<file path="src/hw/rtl/tcw_pkg.sv">
// ----------------------------------------------------------------------------
// tcw_pkg
// shared constants, codes and controller/datapath types of the text console
// ----------------------------------------------------------------------------
package tcw_pkg;

	localparam int COLUMNS = 80;
	localparam int ROWS    = 25;
	localparam int CELLS   = COLUMNS * ROWS;

	localparam int COL_W  = 7;
	localparam int ROW_W  = 5;
	localparam int ADDR_W = 11;
	localparam int BYTE_W = 8;

	// cells moved by a scroll, and end of the row blanked after it
	localparam int COPY_N    = (ROWS - 2) * COLUMNS;
	localparam int BLANK_END = (ROWS - 1) * COLUMNS;

	localparam logic [BYTE_W-1:0] CH_BACKSPACE = 8'h08;
	localparam logic [BYTE_W-1:0] CH_CR        = 8'h0D;
	localparam logic [BYTE_W-1:0] CH_LF        = 8'h0A;
	localparam logic [BYTE_W-1:0] ATTR_RESET   = 8'h0F;

	typedef enum logic [1:0] {
		OP_PUT   = 2'd0,
		OP_READ  = 2'd1,
		OP_CLEAR = 2'd2
	} opcode_t;

	typedef enum logic [2:0] {
		S_INIT,
		S_IDLE,
		S_EXEC,
		S_COPY,
		S_BLANK,
		S_RESP
	} state_t;

	typedef enum logic [2:0] {
		DP_NONE,
		DP_INIT,
		DP_EXEC,
		DP_COPY,
		DP_BLANK
	} dp_op_t;

	typedef struct packed {
		logic   latch;
		dp_op_t op;
	} tcw_cmd_t;

	typedef struct packed {
		opcode_t opcode;
		logic    scroll_req;
		logic    copy_end;
		logic    blank_end;
		logic    init_end;
	} tcw_status_t;

endpackage

</file>
<file path="src/hw/rtl/tcw_ctrl.sv">
// ----------------------------------------------------------------------------
// tcw_ctrl
// sequencing state machine: clearing pass, execute, scroll copy, blank, respond
// ----------------------------------------------------------------------------
module tcw_ctrl import tcw_pkg::*; (
	input  logic        clk,
	input  logic        arst_n,
	input  logic        start,
	input  tcw_status_t status,
	output tcw_cmd_t    cmd,
	output logic        busy,
	output logic        done
);

	state_t state_q, state_nx;

	always_ff @(posedge clk or negedge arst_n) begin
		if (!arst_n) begin
			state_q <= S_INIT;
		end else begin
			state_q <= state_nx;
		end
	end

	always_comb begin
		state_nx  = state_q;
		cmd.latch = 1'b0;
		cmd.op    = DP_NONE;
		busy      = 1'b1;
		done      = 1'b0;
		case (state_q)
			S_INIT: begin
				cmd.op = DP_INIT;
				if (status.init_end) begin
					state_nx = S_IDLE;
				end
			end
			S_IDLE: begin
				busy = 1'b0;
				if (start) begin
					cmd.latch = 1'b1;
					state_nx  = S_EXEC;
				end
			end
			S_EXEC: begin
				cmd.op = DP_EXEC;
				case (status.opcode)
					OP_PUT:   state_nx = status.scroll_req ? S_COPY : S_RESP;
					OP_CLEAR: state_nx = S_BLANK;
					default:  state_nx = S_RESP;
				endcase
			end
			S_COPY: begin
				cmd.op = DP_COPY;
				if (status.copy_end) begin
					state_nx = S_BLANK;
				end
			end
			S_BLANK: begin
				cmd.op = DP_BLANK;
				if (status.blank_end) begin
					state_nx = S_RESP;
				end
			end
			S_RESP: begin
				busy = 1'b0;
				done = 1'b1;
				if (start) begin
					cmd.latch = 1'b1;
					state_nx  = S_EXEC;
				end else begin
					state_nx = S_IDLE;
				end
			end
			default: begin
				state_nx = S_INIT;
			end
		endcase
	end

endmodule

</file>
<file path="config.mk">
export PLATFORM = sky130hd
export DESIGN_NAME = tcw_ctrl
export DESIGN_NICKNAME = d
export VERILOG_FILES = /design/src/hw/rtl/tcw_pkg.sv /design/src/hw/rtl/tcw_ctrl.sv
export SDC_FILE = /design/constraint.sdc
export NUM_CORES = 1
export LEC_CHECK = 0
export BUFFER_PORTS_ARGS = -buffer_cell sky130_fd_sc_hd__buf_2
export CORE_AREA = 2 2 39 41
export CTS_CLUSTER_DIAMETER = 40
export DETAILED_ROUTE_END_ITERATION = 16
export DIE_AREA = 0 0 41 43
export PLACE_DENSITY = 0.51
export RECOVER_POWER = 100
export SYNTH_ARGS = -nofsm -noshare
export SYNTH_HDL_FRONTEND = slang
export SYNTH_SLANG_ARGS = --single-unit
</file>
<file path="constraint.sdc">
create_clock -name clk -period 1.5 [get_ports clk]
set_clock_uncertainty 0.05 [all_clocks]
set_input_delay 0.3 -clock clk [delete_from_list [all_inputs] [get_ports clk]]
set_output_delay 0.3 -clock clk [all_outputs]
set_load 0.01 [all_outputs]
</file>
==> impl_metrics.csv, run 1 <==
group,metric,value,unit
status,status,"complete, but fails checks",
status,violations,"negative setup slack",
clock_network,clk_latency,0.23,ns
power_and_ir_drop,power_switching,0.343,mW
power_and_ir_drop,p_seq_share,17.9,%
cells_and_area,num-fill-cells,153,
cells_and_area,regMostFlops,"state_q",
sta,hold_viol,0,
synth,syn_area,272,sq um
sta,whs,0.351,ns
cells_and_area,top_regs,"state_q (3)",
placed_design,place_area,388,sq um
routing,vias,303,
cells_and_area,final_common_cell,"buf_2",
worst_setup_path,cp.required,1.15,ns
placed_design,portBuffers,14,
routing,viasPerCell,4.15,
clock_network,clock-sinks,3,
worst_setup_path,critPathCaptureType,"output port",
routing,drc_errors,0,
cells_and_area,fin_area,458,sq um
power_and_ir_drop,total_power,0.902,mW
grt,grt_pass1_vias,290,
power_and_ir_drop,p_int,0.559,mW
clock_network,cts_buffer_depth,2,
worst_setup_path,path_class,"reg2out",
flow_run,maxCapViolCount,0,
cells_and_area,finalNetCount,67,
min_path,hold_path_class,"in2async",
placed_design,dp_slack,0.00926,ns
worst_setup_path,start_kind,"flop",
floorplanning,core_area,1380,sq um
power_and_ir_drop,p_comb_share,66.8,%
synth,synth_cell_type_count,17,
sta,rsz0062_at_grt,"true",
floorplanning,initial_core_util,19.6,%
clock_network,path_clk_slew,0.04,ns
synth,ys_ff_latch,3,
clock_network,cts_made_buffers,3,
cells_and_area,n_antenna_cell,0,
power_and_ir_drop,vdd_drop_max,0.503,mV
grt,overflow,0,
floorplanning,io_pins,15,
floorplanning,dieArea,1760,sq um
cells_and_area,seqCellArea,76.3,sq um
floorplanning,die_x,41,um
worst_setup_path,cp_max_fo,2,
power_and_ir_drop,p_leak,0.239,nW
clock_network,h-tree-depth,1,
sta,layout_min_cycle_time,1.62,ns
worst_setup_path,arrival,1.27,ns
power_and_ir_drop,swShare,38.0,%
synth,synth.avg_cell_area,8.76,sq um
clock_network,clockRootBuffer,"clkbuf_4",
cells_and_area,largest_reg_flops,3,
routing,wl_per_cell,9.36,um
synth,yosys_warnings,0,
synth,ys_seq_area_share,27.6,%
floorplanning,row_count,14,
grt,antenna_found_initial,0,
floorplanning,die_h,43,um
routing,wl,683,um
sta,relSlewSlack,84.5,%
clock_network,tritoncts,"done",
synth,syn_inst,31,
grt,track_usage,9.05,%
power_and_ir_drop,power.density,1970,nW/um^2
routing,drt_pass1_iterations,4,
synth,syn_nets,40,
cells_and_area,multi_input_comb_area,161,sq um
sta,final.setup.worst_slack,-0.116,ns
grt,grt_max_degree,7,
sta,tns,-0.388,ns
grt,grt_pass1_wl,1080,um
routing,detail-route-antenna-nets,0,
sta,drv_slew,0,
cells_and_area,stdcell_count,73,
power_and_ir_drop,clkPwrFrac,15.3,%
sta,fmax,619,MHz
cells_and_area,mostFrequentLayoutCells,"11 x buf_2, 5 x nor2_1, 5 x buf_6, 4 x buf_4",
placed_design,place.gp.congestion,0.693,
cells_and_area,drive_gt1_share,52.6,%
routing,drt-initial-drc-count,3,
cells_and_area,syn_to_final_growth,68.7,%
sta,period_share,108,%
sta,worst_slew_pin_slew,0.231,ns
cells_and_area,fin_util,33.1,%
placed_design,dp.cells,65,
sta,setup-violations-final,5,
[metal layers]
layer  GRT usage (%)  vias up  routed length (um)
li1                -      158                   -
met3            3.66        0                  53
met4            4.67        0                   0
met2            12.8       15                 340
met5               0        -                   0
met1            11.3      130                 289
[power by group through the flow]
stage | registers (mW) | clock network [mW] | logic, mW
4_1_cts | 0.161 | 0.146 | 0.623
5_1_grt | 0.166 | 0.155 | 0.655
6_report | 0.161 | 0.138 | 0.603
3_5_place_dp | 0.154 | 0 | 0.544
2_1_floorplan | 0.148 | 0 | 0.376
3_3_place_gp | 0.152 | 0 | 0.547
[path summary, 6_finish.rpt]
kind / slack (ns) / start / to / depth (start not counted)
max reg2reg: -0.09 / state_q[1] / state_q[0] / 4
max: -0.12 / state_q[1] / cmd[2] / 4
min: 0.35 / arst_n / state_q[2] / 2
min in group clk: 0.38 / status[2] / state_q[1] / 3
max in group asynchronous: 0.89 / arst_n / state_q[0] / 2
min reg2reg: 0.55 / state_q[0] / state_q[0] / 1
[worst max-delay path, stage by stage (launching register included)]
cell and delay, ns:
dfrtp_1 0.39, or3_4 0.40, buf_6 0.12, inv_2 0.04, buf_6 0.09
[kinds of logic (layout without fill, tap and decap cells)]
| family | Yosys count | count (layout) | synth area share [%] |
|---|---|---|---|
| and+or+nand+nor | 14 | 14 | 27.6 |
| AOI/OAI and AO/OA | 6 | 6 | 22.6 |
| buffers and inverters | 5 | 31 | 9.68 |
| DFF | 3 | 3 | 27.6 |
| muxes | 2 | 2 | 9.22 |
| xor gates and xnor gates | 1 | 1 | 3.23 |
[synthesized netlist by cell type]
| library cell | n | area, sq um |
|---|---|---|
| inv_2 | 1 | 3.75 |
| o21ai_0 | 2 | 10.0 |
| o32a_1 | 1 | 10.0 |
| nand2_1 | 3 | 11.3 |
| xor2_1 | 1 | 8.76 |
| nor2b_1 | 3 | 18.8 |
| or2b_1 | 2 | 15.0 |
| o32ai_1 | 1 | 8.76 |
| dfrtp_1 | 3 | 75.1 |
| o221ai_4 | 1 | 26.3 |
| mux2_4 | 1 | 15.0 |
| or3_4 | 1 | 11.3 |
| nor2_1 | 5 | 18.8 |
| mux2i_1 | 1 | 10.0 |
| buf_6 | 1 | 11.3 |
| inv_1 | 3 | 11.3 |
| o22ai_1 | 1 | 6.26 |
[timing repair]
action | in CTS | in global routing
hold buffers | 1 | 0
pin swaps | 2 | 1
hold endpoints to repair | 3 | 0
resized for setup | 6 | 2
buffers inserted | 3 | 0
setup endpoints to repair | 4 | 6
[layout make-up]
class                      instances  share of cell area (%)
sequential                         3                    16.7
inverter                           4                    3.28
clock buffer                       4                    5.74
timing repair buffer              23                    34.7
multi-input combinational         23                    35.2
tap                               16                    4.37
Power figures use the tool's default switching activity.
==> inputs of run 2 (changes only) <==
--- a/config.mk
+++ b/config.mk
@@ -10,7 +10,7 @@
 export CTS_CLUSTER_DIAMETER = 40
 export DETAILED_ROUTE_END_ITERATION = 16
 export DIE_AREA = 0 0 41 43
-export PLACE_DENSITY = 0.51
+export PLACE_DENSITY = 0.5
 export RECOVER_POWER = 100
 export SYNTH_ARGS = -nofsm -noshare
 export SYNTH_HDL_FRONTEND = slang
==> constraint.sdc (replaced) <==
create_clock -name clk -period 2.06 [get_ports clk]
set_clock_uncertainty 0.05 [all_clocks]
set_input_delay 0.412 -clock clk [delete_from_list [all_inputs] [get_ports clk]]
set_output_delay 0.412 -clock clk [all_outputs]
set_load 0.01 [all_outputs]
==> run 2 against run 1 <==
The run now ends clean. Largest cell class unchanged. Final cell count shrank 11%. Critical endpoint unchanged. Sequential share of layout area grew 4.4 points. Combinational power shrank 55%. Highest routed layer unchanged.
==> impl_metrics.csv, run 2 (synthesized netlist as in run 1, its figures left out) <==
group,metric,value,unit
power_and_ir_drop,p_comb_share,52.8,%
floorplanning,dieArea,1760,sq um
grt,antenna_found_initial,0,
worst_setup_path,start_kind,"flop",
cells_and_area,finalNetCount,59,
floorplanning,die_x,41,um
placed_design,hpwl,478,um
floorplanning,initial_core_util,19.6,%
sta,setup-violations-final,0,
routing,drt-initial-drc-count,6,
clock_network,clk_latency,0.23,ns
sta,rsz0062_at_grt,"false",
cells_and_area,final_common_cell,"buf_2",
cells_and_area,regMostFlops,"state_q",
worst_setup_path,r2r_slack,0.38,ns
cells_and_area,n_antenna_cell,0,
clock_network,post_cts_buffers,0,
sta,fmax,553,MHz
routing,detail-route-antenna-nets,0,
cells_and_area,largest_reg_flops,3,
grt,grt_pass1_vias,252,
clock_network,tritoncts,"done",
power_and_ir_drop,vdd_drop_max,0.437,mV
power_and_ir_drop,p_leak,0.181,nW
grt,grt_pass1_wl,979,um
cells_and_area,drive_gt1_share,24.5,%
worst_setup_path,crit_chain,"or3_1 > inv_1 > clkbuf_1",
routing,vias,263,
floorplanning,row_count,14,
sta,worst_slew_pin_slew,0.306,ns
power_and_ir_drop,clkPwrFrac,20.0,%
worst_setup_path,worstReg2RegEnd,"state_q[0]",
cells_and_area,num-fill-cells,163,
sta,drv_slew,0,
power_and_ir_drop,swShare,42.4,%
routing,viasPerCell,4.05,
worst_setup_path,critPathMaxStageDelay,0.47,ns
power_and_ir_drop,power.density,1430,nW/um^2
grt,track_usage,8.44,%
min_path,whs_path_depth,3,
status,status,"finished, final reports clean",
placed_design,dp.cells,60,
cells_and_area,seqCellArea,75.1,sq um
sta,tns,0,ns
worst_setup_path,rr_worst_depth,3,
worst_setup_path,rr_startpoint,"state_q[0]",
clock_network,h-tree-depth,1,
sta,layout_min_cycle_time,1.81,ns
cells_and_area,mostFrequentLayoutCells,"8 x buf_2, 7 x clkbuf_1, 5 x nor2_1, 4 x inv_1",
routing,drc_errors,0,
clock_network,cts_buffer_depth,2,
sta,period_share,87.8,%
worst_setup_path,cp.required,1.60,ns
worst_setup_path,arrival,1.35,ns
worst_setup_path,cp_max_fo,10,
placed_design,place.gp.congestion,0.792,
sta,hold_viol,0,
routing,drt_pass1_iterations,2,
min_path,worstHoldStart,"status[2]",
placed_design,portBuffers,14,
min_path,hold_path_class,"in2reg",
clock_network,clockRootBuffer,"clkbuf_4",
cells_and_area,top_regs,"state_q (3)",
clock_network,clock-sinks,3,
flow_run,maxCapViolCount,0,
min_path,hold_path_end,"state_q[1]",
grt,grt_max_degree,11,
worst_setup_path,critPathCaptureType,"output port",
grt,overflow,0,
sta,relSlewSlack,79.6,%
floorplanning,core_area,1380,sq um
worst_setup_path,critPathSlowestCell,"dfrtp_1",
routing,wl,627,um
cells_and_area,stdcell_count,65,
floorplanning,io_pins,15,
routing,wl_per_cell,9.65,um
power_and_ir_drop,power_switching,0.216,mW
clock_network,path_clk_slew,0.04,ns
power_and_ir_drop,p_int,0.293,mW
floorplanning,die_h,43,um
power_and_ir_drop,p_seq_share,27.2,%
cells_and_area,fin_util,25.8,%
worst_setup_path,path_class,"reg2out",
cells_and_area,multi_input_comb_area,148,sq um
clock_network,cts_made_buffers,3,
cells_and_area,syn_to_final_growth,31.3,%
[run 2: area by class of cell]
cell class	instances	area share [%]
Multi-Input combinational cell	23	41.4
Sequential cell	3	21.1
Timing Repair Buffer	15	20.4
Clock buffer	4	7.37
Tap cell	16	5.61
Inverter	4	4.21
[run 2: critical path, delay by kind of cell (launching register included)]
| kind | cells | cell delay [ns] |
|---|---|---|
| buffers and inverters | 2 | 0.21 |
| DFF | 1 | 0.47 |
| and+or+nand+nor | 1 | 0.43 |
[run 2: timing repair]
action	CTS	global route
hold buffers	1	0
hold endpoints to repair	3	0
gates resized for setup	0	0
[run 2: metal layers]
layer / GRT usage [%] / vias to the layer above / part of all wire [%]
met3: 1.57 / 0 / 4.9
met4: 8.00 / 0 / 0
met1: 11.3 / 114 / 46
met5: 0 / - / 0
met2: 10.6 / 9 / 49
li1: - / 140 / -
[run 2: worst max-delay path by stage]
stage / slack, ns / to / from / cells past startpoint
final: 0.25 / cmd[2] / state_q[0] / 3
after global routing: 0.16 / cmd[2] / state_q[0] / 3
after CTS: 0.27 / cmd[2] / state_q[0] / 3
after detailed placement: 0.47 / state_q[0] / state_q[0] / 3
after global placement: 0.49 / state_q[0] / state_q[0] / 3
after floorplan: 0.53 / state_q[0] / state_q[0] / 4
[run 2: power by group through the flow]
stage | sequential (mW) | clock, mW | combinational, mW
3_3_place_gp | 0.140 | 0 | 0.313
4_1_cts | 0.140 | 0.109 | 0.315
3_5_place_dp | 0.141 | 0 | 0.312
5_1_grt | 0.149 | 0.111 | 0.301
2_1_floorplan | 0.108 | 0 | 0.273
6_report | 0.138 | 0.102 | 0.269
[run 2: stage by stage]
stage / hold WS (ns) / setup slack (ns) / area [sq um] / power (mW)
after global placement: 0.160 / 0.492 / 350 / 0.454
after global routing: 0.457 / 0.157 / 357 / 0.561
after CTS: 0.453 / 0.266 / 387 / 0.563
final: 0.444 / 0.251 / 357 / 0.509
after detailed placement: 0.160 / 0.472 / 350 / 0.453
after floorplan: 0.0664 / 0.532 / 272 / 0.381
==> inputs of run 3 (changes only) <==
==> constraint.sdc (replaced) <==
create_clock -name clk -period 1.7 [get_ports clk]
set_clock_uncertainty 0.05 [all_clocks]
set_input_delay 0.34 -clock clk [delete_from_list [all_inputs] [get_ports clk]]
set_output_delay 0.34 -clock clk [all_outputs]
set_load 0.01 [all_outputs]
==> run 3 against run 2 <==
Register-to-register slack got worse by 0.21 ns. Via count rose by 11%. Setup slack got worse by 0.21 ns. Routed wire length rose by 12%. Worst hold slack got worse by 0.061 ns. Die area did not move. Critical path type unchanged. Highest routed layer is now met4. First-iteration DRC count fell by 33%. Critical endpoint unchanged. Global-route usage rose by 1.1 points. Sequential cell count did not move.
==> impl_metrics.csv, run 3 (synthesized netlist as in run 1, its figures left out) <==
group,metric,value,unit
status,status,"finished, final reports clean",
cells_and_area,mostFrequentLayoutCells,"13 x buf_2, 5 x nor2_1, 4 x buf_4",
cells_and_area,top_regs,"state_q (3)",
worst_setup_path,worstReg2RegEnd,"state_q[0]",
power_and_ir_drop,swShare,40.0,%
routing,drt-initial-drc-count,4,
worst_setup_path,crit_cells,3,
worst_setup_path,worstSetupEndpoint,"cmd[2]",
worst_setup_path,path_buf_inv,2,
floorplanning,row_count,14,
cells_and_area,drive_gt1_share,50.0,%
routing,wl,704,um
worst_setup_path,rr_worst_depth,3,
power_and_ir_drop,p_leak,0.226,nW
placed_design,dp_slack,0.119,ns
placed_design,portBuffers,14,
power_and_ir_drop,p_seq_share,20.1,%
worst_setup_path,rr_startpoint,"state_q[0]",
worst_setup_path,critPathCaptureType,"output port",
floorplanning,dieArea,1760,sq um
clock_network,cts_made_buffers,3,
floorplanning,core_area,1380,sq um
sta,relSlewSlack,84.4,%
sta,hold_viol,0,
worst_setup_path,start_kind,"flop",
power_and_ir_drop,vdd_drop_max,0.495,mV
power_and_ir_drop,power.density,1820,nW/um^2
clock_network,path_clk_slew,0.04,ns
worst_setup_path,crit_chain,"or3_4 > inv_1 > buf_2",
floorplanning,io_pins,15,
routing,viasPerCell,4.16,
worst_setup_path,arrival,1.27,ns
floorplanning,die_x,41,um
clock_network,cts_buffer_depth,2,
clock_network,clockRootBuffer,"clkbuf_4",
worst_setup_path,cp_top_family,"flip-flops",
min_path,hold_path_class,"in2async",
floorplanning,die_h,43,um
sta,setup-violations-final,0,
clock_network,h-tree-depth,1,
sta,fmax,603,MHz
power_and_ir_drop,p_int,0.468,mW
placed_design,hpwl,490,um
cells_and_area,regMostFlops,"state_q",
flow_run,maxCapViolCount,0,
clock_network,clock-sinks,3,
worst_setup_path,crit_start,"state_q[0]",
grt,antenna_found_initial,0,
placed_design,place.gp.congestion,0.749,
cells_and_area,largest_reg_flops,3,
cells_and_area,final_common_cell,"buf_2",
placed_design,place_area,358,sq um
routing,drc_errors,0,
floorplanning,initial_core_util,19.6,%
power_and_ir_drop,power_switching,0.311,mW
grt,grt_max_degree,11,
routing,wl_per_cell,10.1,um
grt,grt_pass1_vias,267,
power_and_ir_drop,p_comb_share,63.0,%
sta,rsz0062_at_grt,"true",
routing,detail-route-antenna-nets,0,
grt,grt_pass1_wl,1060,um
cells_and_area,syn_to_final_growth,58.1,%
power_and_ir_drop,clkPwrFrac,16.9,%
sta,period_share,97.6,%
grt,overflow,0,
worst_setup_path,path_class,"reg2out",
routing,drt_pass1_iterations,2,
worst_setup_path,critPathSlowestCell,"dfrtp_2",
worst_setup_path,cp_max_fo,8,
clock_network,tritoncts,"done",
sta,worst_slew_pin_slew,0.233,ns
sta,final.setup.worst_slack,0.0416,ns
worst_setup_path,cp.required,1.31,ns
grt,track_usage,9.57,%
sta,layout_min_cycle_time,1.66,ns
clock_network,clk_latency,0.24,ns
cells_and_area,n_antenna_cell,0,
worst_setup_path,critPathMaxStageDelay,0.45,ns
sta,drv_slew,0,
cells_and_area,fin_area,429,sq um
cells_and_area,finalNetCount,64,
routing,vias,291,
worst_setup_path,r2r_slack,0.17,ns
==> run 3: how the worst min path moves through the flow <==
stage,from,endpoint,slack (ns),cells after the start
finish,arst_n,state_q[0],0.38,2
global route,arst_n,state_q[0],0.42,2
CTS,arst_n,state_q[2],0.38,2
detailed placement,arst_n,state_q[0],0.08,1
global placement,arst_n,state_q[2],0.09,1
floorplan,arst_n,state_q[0],-0.006,0
==> run 3: metal layers <==
layer  up-vias  track usage, %  wire [um]
li1        155               -          -
met1       123            11.7        290
met2        11            11.9        354
met3         2            3.14         37
met4         0            10.0         21
met5         -               0          0
==> run 3: through the flow <==
stage | instances | setup TNS (ns) | hold WS (ns) | utilization (%) | power (mW)
floorplan | 31 | 0 | -0.00559 | - | 0.462
global placement | 61 | 0 | 0.0881 | 25.9 | 0.569
detailed placement | 61 | 0 | 0.0850 | 25.9 | 0.565
CTS | 66 | 0 | 0.378 | 28.6 | 0.708
global route | 70 | -0.0346 | 0.424 | 31.0 | 0.846
finish | 70 | 0 | 0.383 | 31.0 | 0.779
==> run 3: power by group through the flow <==
stage	combinational (mW)	clock, mW	sequential, mW
6_report	0.491	0.132	0.157
5_1_grt	0.543	0.142	0.162
4_1_cts	0.410	0.137	0.160
3_5_place_dp	0.406	0	0.159
3_3_place_gp	0.410	0	0.159
2_1_floorplan	0.331	0	0.131
==> run 3: final cells by class <==
class,instances,area [sq um]
clock buffer,4,26.3
fill,153,955
inverter,4,15.0
multi-input combinational,23,170
sequential,3,77.6
tap,16,20.0
timing repair buffer,20,120
==> run 3: worst register-to-register path, delay by kind of cell (launching register included) <==
family | cells | cell delay [ns]
DFF | 1 | 0.45
and+or+nand+nor | 1 | 0.41
muxes | 1 | 0.31
AOI/OAI and AO/OA | 1 | 0.20
==> run 3: what timing repair did <==
action,in CTS,in global routing
resized for setup,1,2
pin swaps,0,1
buffers inserted,0,4
endpoints found under the setup margin,2,3
hold endpoints to repair,3,0
hold buffers,1,0
